--- config.mk ---
export PLATFORM = sky130hd
export DESIGN_NAME = multi_stack_shared_pool_core
export DESIGN_NICKNAME = d
export VERILOG_FILES = /design/src/hw/rtl/msp_pkg.sv /design/src/hw/rtl/msp_ram.sv /design/src/hw/rtl/msp_ctrl.sv /design/src/hw/rtl/msp_datapath.sv /design/src/hw/rtl/multi_stack_shared_pool_core.sv
export VERILOG_INCLUDE_DIRS = /design/src /design/src/hw/rtl
export SDC_FILE = /design/constraint.sdc
export NUM_CORES = 1
export LEC_CHECK = 0
export BUFFER_PORTS_ARGS = -buffer_cell sky130_fd_sc_hd__buf_4
export CORE_AREA = 4 4 257 259
export DETAILED_ROUTE_END_ITERATION = 8
export DIE_AREA = 0 0 261 263
export SYNTH_ARGS = -nofsm -noshare
export SYNTH_HDL_FRONTEND = slang
export SYNTH_SLANG_ARGS = --single-unit
--- constraint.sdc ---
create_clock -name clk -period 7.5 [get_ports clk]
set_input_delay 0.75 -clock clk [delete_from_list [all_inputs] [get_ports clk]]
set_output_delay 0.75 -clock clk [all_outputs]
set_load 0.1 [all_outputs]
--- src/hw/rtl/multi_stack_shared_pool_core_macros.svh ---
// Assertion helpers used by the RTL top level.
`ifndef MULTI_STACK_SHARED_POOL_CORE_MACROS_SVH
`define MULTI_STACK_SHARED_POOL_CORE_MACROS_SVH

// Same-cycle implication, checked out of reset.
`define MSP_ASSERT_IMPLY(label, clk_i, rstn_i, ante, cons) \
    label: assert property (@(posedge clk_i) disable iff (!(rstn_i)) (ante) |-> (cons)) \
        else $error("multi_stack_shared_pool_core: assertion failed");

// Next-cycle implication, checked out of reset.
`define MSP_ASSERT_NEXT(label, clk_i, rstn_i, ante, cons) \
    label: assert property (@(posedge clk_i) disable iff (!(rstn_i)) (ante) |=> (cons)) \
        else $error("multi_stack_shared_pool_core: assertion failed");

`endif

--- src/hw/rtl/msp_pkg.sv ---
`timescale 1ns / 1ps

package msp_pkg;

    localparam int VALUE_W     = 32;
    localparam int SIDX_W      = 2;
    localparam int STATUS_W    = 2;
    localparam int IN_TDATA_W  = 40;
    localparam int OUT_TDATA_W = 32;

    localparam logic OP_PUSH = 1'b0;
    localparam logic OP_POP  = 1'b1;

    localparam logic [STATUS_W-1:0] ST_DONE  = 2'd0;
    localparam logic [STATUS_W-1:0] ST_FULL  = 2'd1;
    localparam logic [STATUS_W-1:0] ST_EMPTY = 2'd2;

    typedef struct packed {
        logic load;
        logic lookup;
        logic commit;
    } msp_cmd_t;

    typedef struct packed {
        logic out_free;
    } msp_stat_t;

endpackage

--- src/hw/rtl/msp_ram.sv ---
`timescale 1ns / 1ps

module msp_ram #(
    parameter int WIDTH = 32,
    parameter int DEPTH = 16
) (
    input  logic                                   clk,
    input  logic                                   en,
    input  logic                                   we,
    input  logic [(DEPTH > 1 ? $clog2(DEPTH) : 1)-1:0] addr,
    input  logic [WIDTH-1:0]                       wdata,
    output logic [WIDTH-1:0]                       rdata
);

    logic [WIDTH-1:0] mem_reg [DEPTH];
    logic [WIDTH-1:0] rdata_reg;

    always_ff @(posedge clk)
    begin
        if (en)
        begin
            if (we)
            begin
                mem_reg[addr] <= wdata;
            end
            else
            begin
                rdata_reg <= mem_reg[addr];
            end
        end
    end

    assign rdata = rdata_reg;

endmodule

--- src/hw/rtl/msp_ctrl.sv ---
`timescale 1ns / 1ps

module msp_ctrl (
    input  logic               clk,
    input  logic               rst_n,
    input  logic               in_valid,
    output logic               in_ready,
    input  msp_pkg::msp_stat_t stat,
    output msp_pkg::msp_cmd_t  cmd
);

    typedef enum logic [2:0] {
        S_IDLE = 3'b001,
        S_READ = 3'b010,
        S_EXEC = 3'b100
    } state_t;

    state_t state_reg;
    state_t state_next;

    always_comb
    begin
        state_next = state_reg;
        cmd        = '0;
        in_ready   = 1'b0;
        case (state_reg)
            S_IDLE:
            begin
                in_ready = 1'b1;
                if (in_valid)
                begin
                    cmd.load   = 1'b1;
                    state_next = S_READ;
                end
            end
            S_READ:
            begin
                cmd.lookup = 1'b1;
                state_next = S_EXEC;
            end
            S_EXEC:
            begin
                if (stat.out_free)
                begin
                    cmd.commit = 1'b1;
                    state_next = S_IDLE;
                end
            end
            default:
            begin
                state_next = S_IDLE;
            end
        endcase
    end

    always_ff @(posedge clk or negedge rst_n)
    begin
        if (!rst_n)
        begin
            state_reg <= S_IDLE;
        end
        else
        begin
            state_reg <= state_next;
        end
    end

endmodule

--- src/hw/rtl/msp_datapath.sv ---
`timescale 1ns / 1ps

module msp_datapath #(
    parameter int NUM_STACKS = 4,
    parameter int POOL_SLOTS = 16
) (
    input  logic                            clk,
    input  logic                            rst_n,
    input  msp_pkg::msp_cmd_t               cmd,
    output msp_pkg::msp_stat_t              stat,
    input  logic                            in_opcode,
    input  logic [msp_pkg::SIDX_W-1:0]      in_stack_index,
    input  logic [msp_pkg::VALUE_W-1:0]     in_push_value,
    output logic                            out_valid,
    input  logic                            out_ready,
    output logic [msp_pkg::STATUS_W-1:0]    out_status,
    output logic [msp_pkg::VALUE_W-1:0]     out_pop_value
);

    localparam int LW  = $clog2(POOL_SLOTS + 1);
    localparam int AW  = $clog2(POOL_SLOTS);
    localparam int SIW = NUM_STACKS > 1 ? $clog2(NUM_STACKS) : 1;
    localparam logic [LW-1:0] NULL_LINK = LW'(POOL_SLOTS);
    localparam logic [LW-1:0] LAST_SLOT = LW'(POOL_SLOTS - 1);

    logic                          op_reg;
    logic [msp_pkg::SIDX_W-1:0]    sidx_reg;
    logic [msp_pkg::VALUE_W-1:0]   val_reg;
    logic                          range_ok_reg;
    logic [LW-1:0]                 free_head_reg;
    logic [LW-1:0]                 fill_reg;
    logic [NUM_STACKS-1:0]         top_valid_reg;
    logic [LW-1:0]                 top_reg;
    logic [LW-1:0]                 lk_addr_reg;
    logic                          out_valid_reg;
    logic [msp_pkg::STATUS_W-1:0]  out_status_reg;
    logic [msp_pkg::VALUE_W-1:0]   out_value_reg;

    logic [SIW-1:0]                sidx_s;
    logic [LW-1:0]                 tops_rdata;
    logic [LW-1:0]                 links_rdata;
    logic [msp_pkg::VALUE_W-1:0]   values_rdata;
    logic [LW-1:0]                 top_eff;
    logic [LW-1:0]                 lk_rd_addr;
    logic [LW-1:0]                 link_eff;
    logic [LW-1:0]                 lk_succ;
    logic                          push_ok;
    logic                          pop_ok;
    logic                          in_range;

    logic                          tops_en;
    logic                          tops_we;
    logic [SIW-1:0]                tops_addr;
    logic [LW-1:0]                 tops_wdata;
    logic                          links_en;
    logic                          links_we;
    logic [AW-1:0]                 links_addr;
    logic [LW-1:0]                 links_wdata;
    logic                          values_en;
    logic                          values_we;
    logic [AW-1:0]                 values_addr;

    assign sidx_s   = SIW'(sidx_reg);
    assign in_range = 32'(in_stack_index) < NUM_STACKS;

    // Stack top, taken as empty for an absent stack or until the stack's entry has been written.
    assign top_eff = (range_ok_reg && top_valid_reg[sidx_s]) ? tops_rdata : NULL_LINK;
    assign lk_rd_addr = (op_reg == msp_pkg::OP_POP) ? top_eff : free_head_reg;

    // Slots at or above the fill mark are taken as still linking to the next slot.
    assign lk_succ  = (lk_addr_reg == LAST_SLOT) ? NULL_LINK : LW'(lk_addr_reg + 1'b1);
    assign link_eff = (lk_addr_reg >= fill_reg) ? lk_succ : links_rdata;

    assign push_ok = (op_reg == msp_pkg::OP_PUSH) && range_ok_reg &&
                     (free_head_reg != NULL_LINK);
    assign pop_ok  = (op_reg == msp_pkg::OP_POP) && (top_reg != NULL_LINK);

    always_comb
    begin
        tops_en    = cmd.load || (cmd.commit && (push_ok || pop_ok));
        tops_we    = cmd.commit;
        tops_addr  = cmd.commit ? sidx_s : SIW'(in_stack_index);
        tops_wdata = push_ok ? free_head_reg : link_eff;

        links_en    = cmd.lookup || (cmd.commit && (push_ok || pop_ok));
        links_we    = cmd.commit;
        links_addr  = cmd.commit ? (push_ok ? AW'(free_head_reg) : AW'(top_reg))
                                 : AW'(lk_rd_addr);
        links_wdata = push_ok ? top_reg : free_head_reg;

        values_en   = cmd.lookup || (cmd.commit && push_ok);
        values_we   = cmd.commit;
        values_addr = cmd.commit ? AW'(free_head_reg) : AW'(top_eff);
    end

    msp_ram #(
        .WIDTH (LW),
        .DEPTH (NUM_STACKS)
    ) u_tops (
        .clk   (clk),
        .en    (tops_en),
        .we    (tops_we),
        .addr  (tops_addr),
        .wdata (tops_wdata),
        .rdata (tops_rdata)
    );

    msp_ram #(
        .WIDTH (LW),
        .DEPTH (POOL_SLOTS)
    ) u_links (
        .clk   (clk),
        .en    (links_en),
        .we    (links_we),
        .addr  (links_addr),
        .wdata (links_wdata),
        .rdata (links_rdata)
    );

    msp_ram #(
        .WIDTH (msp_pkg::VALUE_W),
        .DEPTH (POOL_SLOTS)
    ) u_values (
        .clk   (clk),
        .en    (values_en),
        .we    (values_we),
        .addr  (values_addr),
        .wdata (val_reg),
        .rdata (values_rdata)
    );

    always_ff @(posedge clk)
    begin
        if (cmd.load)
        begin
            op_reg       <= in_opcode;
            sidx_reg     <= in_stack_index;
            val_reg      <= in_push_value;
            range_ok_reg <= in_range;
        end
        if (cmd.lookup)
        begin
            top_reg     <= top_eff;
            lk_addr_reg <= lk_rd_addr;
        end
        if (cmd.commit)
        begin
            if (op_reg == msp_pkg::OP_PUSH)
            begin
                out_status_reg <= push_ok ? msp_pkg::ST_DONE : msp_pkg::ST_FULL;
                out_value_reg  <= '0;
            end
            else
            begin
                out_status_reg <= pop_ok ? msp_pkg::ST_DONE : msp_pkg::ST_EMPTY;
                out_value_reg  <= pop_ok ? values_rdata : '1;
            end
        end
    end

    always_ff @(posedge clk or negedge rst_n)
    begin
        if (!rst_n)
        begin
            free_head_reg <= '0;
            fill_reg      <= '0;
            top_valid_reg <= '0;
            out_valid_reg <= 1'b0;
        end
        else
        begin
            if (cmd.commit && push_ok)
            begin
                free_head_reg          <= link_eff;
                top_valid_reg[sidx_s]  <= 1'b1;
                if (free_head_reg == fill_reg)
                begin
                    fill_reg <= LW'(fill_reg + 1'b1);
                end
            end
            else if (cmd.commit && pop_ok)
            begin
                free_head_reg <= top_reg;
            end
            if (cmd.commit)
            begin
                out_valid_reg <= 1'b1;
            end
            else if (out_ready)
            begin
                out_valid_reg <= 1'b0;
            end
        end
    end

    assign stat.out_free = !out_valid_reg || out_ready;
    assign out_valid     = out_valid_reg;
    assign out_status    = out_status_reg;
    assign out_pop_value = out_value_reg;

endmodule

--- src/hw/rtl/multi_stack_shared_pool_core.sv ---
`timescale 1ns / 1ps

// NUM_STACKS LIFO stacks sharing a pool of POOL_SLOTS slots, linked through a free list.
// Each request (push or pop) passes the accept, read and write states: accept reads the
// stack's top, read fetches the slot's link and value, and write waits until the result
// register is free or being taken, then loads it and, on success, writes links, top and
// free head, plus the value for a push. A new request is accepted only once the previous
// one is in the result register, which may still await taking. Memories come up usable
// straight out of reset: no clearing pass; untouched links follow a fill mark instead.
// Status 1 flags a push into a full pool or to a stack number at or above NUM_STACKS;
// status 2 flags a pop from an empty or absent stack and returns -1.

`include "multi_stack_shared_pool_core_macros.svh"

module multi_stack_shared_pool_core #(
    parameter int NUM_STACKS = 4,
    parameter int POOL_SLOTS = 16
) (
    input  logic                                clk,
    input  logic                                rst_n,
    input  logic                                s_axis_tvalid,
    output logic                                s_axis_tready,
    input  logic [msp_pkg::IN_TDATA_W-1:0]      s_axis_tdata,   // stack_index, push_value, pad
    input  logic [0:0]                          s_axis_tuser,   // opcode
    output logic                                m_axis_tvalid,
    input  logic                                m_axis_tready,
    output logic [msp_pkg::OUT_TDATA_W-1:0]     m_axis_tdata,   // pop_value
    output logic [msp_pkg::STATUS_W-1:0]        m_axis_tuser    // status
);

    msp_pkg::msp_cmd_t  cmd;
    msp_pkg::msp_stat_t stat;

    msp_ctrl u_ctrl (
        .clk      (clk),
        .rst_n    (rst_n),
        .in_valid (s_axis_tvalid),
        .in_ready (s_axis_tready),
        .stat     (stat),
        .cmd      (cmd)
    );

    msp_datapath #(
        .NUM_STACKS (NUM_STACKS),
        .POOL_SLOTS (POOL_SLOTS)
    ) u_datapath (
        .clk            (clk),
        .rst_n          (rst_n),
        .cmd            (cmd),
        .stat           (stat),
        .in_opcode      (s_axis_tuser[0]),
        .in_stack_index (s_axis_tdata[msp_pkg::SIDX_W-1:0]),
        .in_push_value  (s_axis_tdata[msp_pkg::SIDX_W +: msp_pkg::VALUE_W]),
        .out_valid      (m_axis_tvalid),
        .out_ready      (m_axis_tready),
        .out_status     (m_axis_tuser),
        .out_pop_value  (m_axis_tdata)
    );

    `MSP_ASSERT_NEXT(a_one_in_flight, clk, rst_n, s_axis_tvalid && s_axis_tready, !s_axis_tready)
    `MSP_ASSERT_IMPLY(a_full_zero, clk, rst_n,
        m_axis_tvalid && (m_axis_tuser == msp_pkg::ST_FULL), m_axis_tdata == '0)
    `MSP_ASSERT_IMPLY(a_empty_ones, clk, rst_n,
        m_axis_tvalid && (m_axis_tuser == msp_pkg::ST_EMPTY), m_axis_tdata == '1)
    `MSP_ASSERT_IMPLY(a_status_code, clk, rst_n, m_axis_tvalid,
        (m_axis_tuser == msp_pkg::ST_DONE) || (m_axis_tuser == msp_pkg::ST_FULL) ||
        (m_axis_tuser == msp_pkg::ST_EMPTY))

endmodule
[Word-level counts from Yosys, hierarchy flattened]
Memories as Yosys holds them, arrays and structs flattened. A register that Yosys moved wholly into a read port is not among the register bits.
Cells that the tools add are included.
Cells by class
  $add $sub $neg: 2
  multipliers: 0
  div/mod/pow operators: 0
  $lt $le $gt $ge: 3
  equal/unequal tests: 9
  shifts and indexed selects: 0
  muxes and demuxes: 38
  bitwise operators: 3
  reductions and logical operators: 19
Operator list (number)
  $mux W5: 8
  $mux W32: 1
  $mux W1: 18
  $mux W4: 3
  $add A5 B1 Y5 const B: 2
  $ne A5 B5 Y1 const B: 2
  $reduce_and A2 Y1: 5
  $pmux W3 S3: 1
  $logic_and A1 B1 Y1: 6
  $mux W2: 3
  $mux W3: 2
  $eq A5 B4 Y1 const B: 1
  $eq A5 B5 Y1: 1
  $ge A5 B5 Y1: 1
  $logic_or A1 B1 Y1: 5
  $ne A2 B2 Y1 const B: 2
  $or A4 B4 Y4: 1
  $reduce_bool A2 Y1: 2
  $eq A3 B1 Y1 const B: 1
  $eq A3 B2 Y1 const B: 1
  $eq A3 B3 Y1 const B: 1
  $lt A2 B3 Y1 const B: 1
  $bmux W1 S2: 1
  $demux W1 S2: 1
  other kinds (3): 4
Word-level totals
  register bits: 97
  latch bits: 0
  memory bits (writable): 612
  bits in read-only memories: 0
  word-level logic and storage cells: 89
  memories: 3
Memory list
  u_datapath.u_values.mem_reg: words 16, width 32, rd ports 1, clocked after Yosys merged registers in 1, wr ports 1, RTL line msp_ram.sv:15  | logic [WIDTH-1:0] mem_reg [DEPTH];
  u_datapath.u_links.mem_reg: words 16, width 5, rd ports 1, clocked after Yosys merged registers in 1, wr ports 1, RTL line msp_ram.sv:15
  u_datapath.u_tops.mem_reg: words 4, width 5, rd ports 1, clocked after Yosys merged registers in 1, wr ports 1, RTL line msp_ram.sv:15

[Longest topological paths before layout]
  depth in word-level cells: 8
  mapped depth: 10
  depth with buffers taken out: 9

[Cells and area by module]
Synthesis repeated with hierarchy kept, for this count alone.
Second synthesis, totals
  cells, all modules: 1370
  area total of the unflattened synthesis: 28676.3 sq um
Modules (own cells, without submodules)
  msp_ram at u_datapath.u_values: instances 1, cells each 844, area each 20216.9 sq um
  msp_datapath: instances 1, cells each 321, area each 4021.4 sq um
  msp_ram at u_datapath.u_links: instances 1, cells each 156, area each 3345.7 sq um
  msp_ram at u_datapath.u_tops: instances 1, cells each 37, area each 930.9 sq um
  msp_ctrl: instances 1, cells each 12, area each 161.4 sq um

[Worst setup path before layout]
Ideal clock, no wire load.
  path kind: reg2reg
  start: register u_datapath.out_valid_reg (netlist: u_datapath.out_valid)
  end: memory u_datapath.u_values.mem_reg[0][0], enable pin
  arrival time: 5.353 ns
  setup slack: 1.644 ns
  stages on the path, launching flop included: 7
  buffers on the path: 1
  clock period less this slack: 5.856 ns
  cells stage by stage: dfrtp_1 -> nand2b_1 -> nand2_1 -> inv_2 -> buf_2 -> nand2_1 -> nor4_1
Between the ends
  longest elaborated chain between the ends: 8
  elaborated cells on any way between the ends: 10
Ends and longest elaborated chain
  from (decl): RTL line msp_datapath.sv:35  | logic out_valid_reg;
  from (signal assigned): RTL line msp_datapath.sv:168  | out_valid_reg <= 1'b0;
  from (signal assigned): RTL line msp_datapath.sv:187  | out_valid_reg <= 1'b1;
  from (signal assigned): RTL line msp_datapath.sv:191  | out_valid_reg <= 1'b0;
  $logic_not A1 Y1 *: RTL line msp_datapath.sv:196  | assign stat.out_free = !out_valid_reg || out_ready;
  $logic_or A1 B1 Y1 *: RTL line msp_datapath.sv:196
  $mux W1 *: RTL line msp_ctrl.sv:43  | if (stat.out_free)
  $mux W1 *: RTL line msp_ctrl.sv:26  | case (state_reg)
  via u_datapath.u_links.we: RTL line msp_ram.sv:9  | input logic we,
  $logic_and A1 B1 Y1: RTL line msp_datapath.sv:91  | values_en = cmd.lookup || (cmd.commit && push_ok);
  $logic_or A1 B1 Y1: RTL line msp_datapath.sv:91
  $mux W1: RTL line msp_ram.sv:20  | if (en)
  $mux W1 (not written as such): RTL line msp_ram.sv:24  | mem_reg[addr] <= wdata;
  to (decl): RTL line msp_ram.sv:15
Mark *: on every way through the listed nets, which the timed path passes. The rest lies on a longest branch.

[Final worst setup path]
  start: register u_ctrl.state_reg[0]
  end: memory u_datapath.u_values.mem_reg[5][11], enable pin
Between the ends
  longest elaborated chain between the ends: 6
  elaborated cells on any way between the ends: 10
Ends and longest elaborated chain
  from (decl): RTL line msp_ctrl.sv:18  | state_t state_reg;
  from (signal assigned): RTL line msp_ctrl.sv:64  | state_reg <= state_next;
  $eq A3 B3 Y1: RTL line msp_ctrl.sv:26
  $mux W1: RTL line msp_ctrl.sv:26
  $logic_and A1 B1 Y1: RTL line msp_datapath.sv:91
  $logic_or A1 B1 Y1: RTL line msp_datapath.sv:91
  $mux W1: RTL line msp_ram.sv:20
  $mux W1 (not written as such): RTL line msp_ram.sv:24
Several ways; a longest one is shown, not always the timed one.

==> metrics.txt <==
outcome completed; most frequent cells in the layout 733 x edfxtp_1, 134 x mux4_2, 104 x buf_4, 80 x clkbuf_16, 79 x a22oi_1; number of enable flip-flop cells after synthesis ~730; layout net count around 1,600; hpwl dp 32,060 µm; vias 13,781; drt first-iter violations approximately 1,300; CP Cell Sequence nor3b_1 -> nand2_1 -> inv_2 -> buf_4 -> nand3_1 -> o31ai_4 -> buf_4 -> and3_2 -> buf_4; Syn Nets 1,444; Sequential Area between 20,000 and 25,000 µm²; Yosys warnings 0; dpl cell area 30,300 µm²; Power Internal 8160 µW; worst-case vdd ir drop roughly 0.19 mV; Slew Limit Fails 0; FFs w/ async S/R, synth under 10%; Seq/Total Area, Yosys about four fifths; Crit path required time between 7 and 8 ns; Buf/Inv on CP 4; # IOs 81; max FFs per register roughly 510; clk sinks ~750; Worst-path clk slew 0.06 ns; setup bufs post-CTS 0; core area 63,880 µm²; CTS H-tree lvls 3; Critical Path Fanout Max 35; clk_lat worst skew approximately 0.62 ns; root buf cell clkbuf_16; Num CTS Buffers 79; #FFs+latches synth 751; actual slew at the worst max-slew pin between 1 and 1.5 ns; Die ar. 68,640 µm²; CTS tree yes; Pre-Repair DR Iteration Count 5; CP most frequent cell buf_4; max-cap violations 0; pwr/cell area 343.2 nW/µm²; Total Routing Usage GR a little under a fifth; Core Util, Final around half; maximum clock path buffer count 3; final hold violations 0; Worst Setup Start Kind register; Ant. Diodes 0; CP Capture Type register; Slowest cell on crit path inv_2; Slew HR 22.04%; Max Fclk roughly 210 MHz; Net Sw Frac 27.70%; Final setup violation count 0; Setup TNS Final 0 ns; CP delay by family, top buffers and inverters; Net Switching between 3000 and 4000 µW; Distinct cells, synth 55; Mapped Area roughly 29,000 µm²; post-route ant nets 0; via/cell ratio ~5.7; initial antenna violation count 0; period utilization 63.08%; Final Cell Area roughly 33,000 µm²; gpl congestion around 0.79; Buffers on Ports 74; worst hold-check path type in -> reg; Worst Path Arrival ~5.0 ns; initial core utilization between 40% and 50%; layout cells sized above 1 around a quarter; first-pass GRT wire length slightly above 90,000 µm; Syn-to-layout area delta 15.25%; Post-Synthesis Cells 1,391; combinational power share between 10% and 20%; Die H about 260 µm; RSZ-0062 raised after global routing no; most common cell after layout, fill and taps aside edfxtp_1; Final Critical Period 4.731 ns; Seq pwr share between 40% and 50%; Worst Path Class, Setup reg -> reg; multi-input gate area in the final layout approximately 5900 µm²; Top FF cell, synth edfxtp_1; clock share of power between 30 and 40%; Die W 261 µm; syn avg cell area between 20 and 25 µm²; Remaining Overflow, GRT 0; filler cell count around 5,000; P_leak around 0.011 µW; vias in the first global route around 14,000; post-CTS sizing 0; clk_skew between 0.02 and 0.025 ns; largest net degree at the start of global routing approximately 130; internal reg-to-reg setup slack around 2.8 ns; WL final ~62,000 µm; Rows between 90 and 100; residual DRC count 0; routed len/inst around 25 µm; CP max stage delay about 0.69 ns
[logic make-up (layout without fill, tap and decap cells)]
logic type / after synthesis / after routing / share of synthesized area, %
flip-flops: 751 / 751 / 78.72
multiplexers: 151 / 151 / 11.20
AO/OA/AOI/OAI: 185 / 185 / 4.819
buffers and inverters: 83 / 266 / 1.184
XOR/XNOR: 11 / 11 / 0.3376
AND/OR/NAND/NOR: 202 / 202 / 3.389
adder cells (fa/ha/maj): 8 / 8 / 0.3508
[power groups by stage]
stage               clock network, µW  logic (µW)  registers, µW
finish                           3820        2170           5300
global route                     4080        2350           5330
CTS                              3910        2200           5300
detailed placement                  0        2190           5380
global placement                    0        2180           5360
floorplan                           0        1500           5340
[stage by stage]
step / setup WS, ns / hold slack [ns] / power [µW] / cells
after floorplan: 1.644 / 0.4226 / 6838 / 1391
after global placement: 2.497 / 0.4348 / 7541 / 2283
final: 2.769 / 0.3058 / 11290 / 2429
after global routing: 2.455 / 0.2763 / 11760 / 2429
after detailed placement: 2.456 / 0.4524 / 7576 / 2283
after CTS: 2.662 / 0.2649 / 11410 / 2429
[worst register-to-register path, delay by kind of cell (launching register included)]
| kind | cells | cell delay (ns) |
|---|---|---|
| DFF | 1 | 0.40 |
| and+or+nand+nor | 4 | 1.45 |
| AOI/OAI and AO/OA | 1 | 0.10 |
| buffers and inverters | 4 | 2.38 |
[worst paths after layout]
kind,from,to,cells after the start
max in group asynchronous,rst_n,u_ctrl.state_reg[0]$_DFFE_PN1P_,2
min in group asynchronous,rst_n,u_datapath.out_valid$_DFFE_PN0P_,2
worst max-delay path,u_ctrl.state_reg[0]$_DFFE_PN1P_,u_datapath.u_values.mem_reg[5][11]$_DFFE_PP_,9
worst max register to register,u_ctrl.state_reg[0]$_DFFE_PN1P_,u_datapath.u_values.mem_reg[5][11]$_DFFE_PP_,9
worst min register to register,u_datapath.top_valid_reg[2]$_DFFE_PN0P_,u_datapath.top_valid_reg[2]$_DFFE_PN0P_,1
worst min-delay path,s_axis_tdata[32],u_datapath.val_reg[30]$_DFFE_PN_,1
[per-layer routing]
layer	track usage, %	share of wire (%)
met1	25.61	43
met2	29.34	50
met4	6.003	2.5
met5	0	0
met3	2.876	5.3
[final cells by class]
| type | count | area share (%) |
|---|---|---|
| flip-flops and latches | 751 | 68.31 |
| multi-input cells | 557 | 17.92 |
| clock buffers | 94 | 6.339 |
| well taps | 855 | 3.253 |
| repair buffers | 107 | 2.526 |
| clock inverters | 51 | 1.491 |
| inverters | 14 | 0.1598 |
[synthesized netlist by cell type (5+ instances only)]
| master | number | share of area, % |
|---|---|---|
| dfrtp_1 | 17 | 1.5 |
| or4_1 | 5 | 0.13 |
| nor3_1 | 10 | 0.18 |
| and2_1 | 8 | 0.18 |
| o21a_1 | 32 | 0.84 |
| o22ai_1 | 6 | 0.13 |
| clkbuf_1 | 41 | 0.54 |
| a32o_1 | 5 | 0.18 |
| mux4_2 | 134 | 11 |
| buf_2 | 17 | 0.30 |
| nor2b_1 | 8 | 0.18 |
| nor2_1 | 43 | 0.57 |
| o32ai_1 | 5 | 0.15 |
| and3_1 | 17 | 0.37 |
| xor2_1 | 7 | 0.21 |
| nand2_1 | 69 | 0.91 |
| nand3_1 | 18 | 0.32 |
| a22oi_1 | 79 | 2.1 |
| a222oi_1 | 5 | 0.18 |
| ha_1 | 8 | 0.35 |
| o21ai_0 | 19 | 0.33 |
| mux2i_1 | 11 | 0.39 |
| inv_1 | 12 | 0.16 |
| nand2b_1 | 8 | 0.18 |
| buf_1 | 9 | 0.12 |
| a21o_1 | 7 | 0.18 |
| edfxtp_1 | 733 | 77 |
[what timing repair did]
| item | CTS | global route |
|---|---|---|
| setup endpoints to repair | 0 | 0 |
| hold endpoints to repair | 17 | 0 |
| hold buffers | 1 | 0 |
Power figures use the tool's default switching activity.
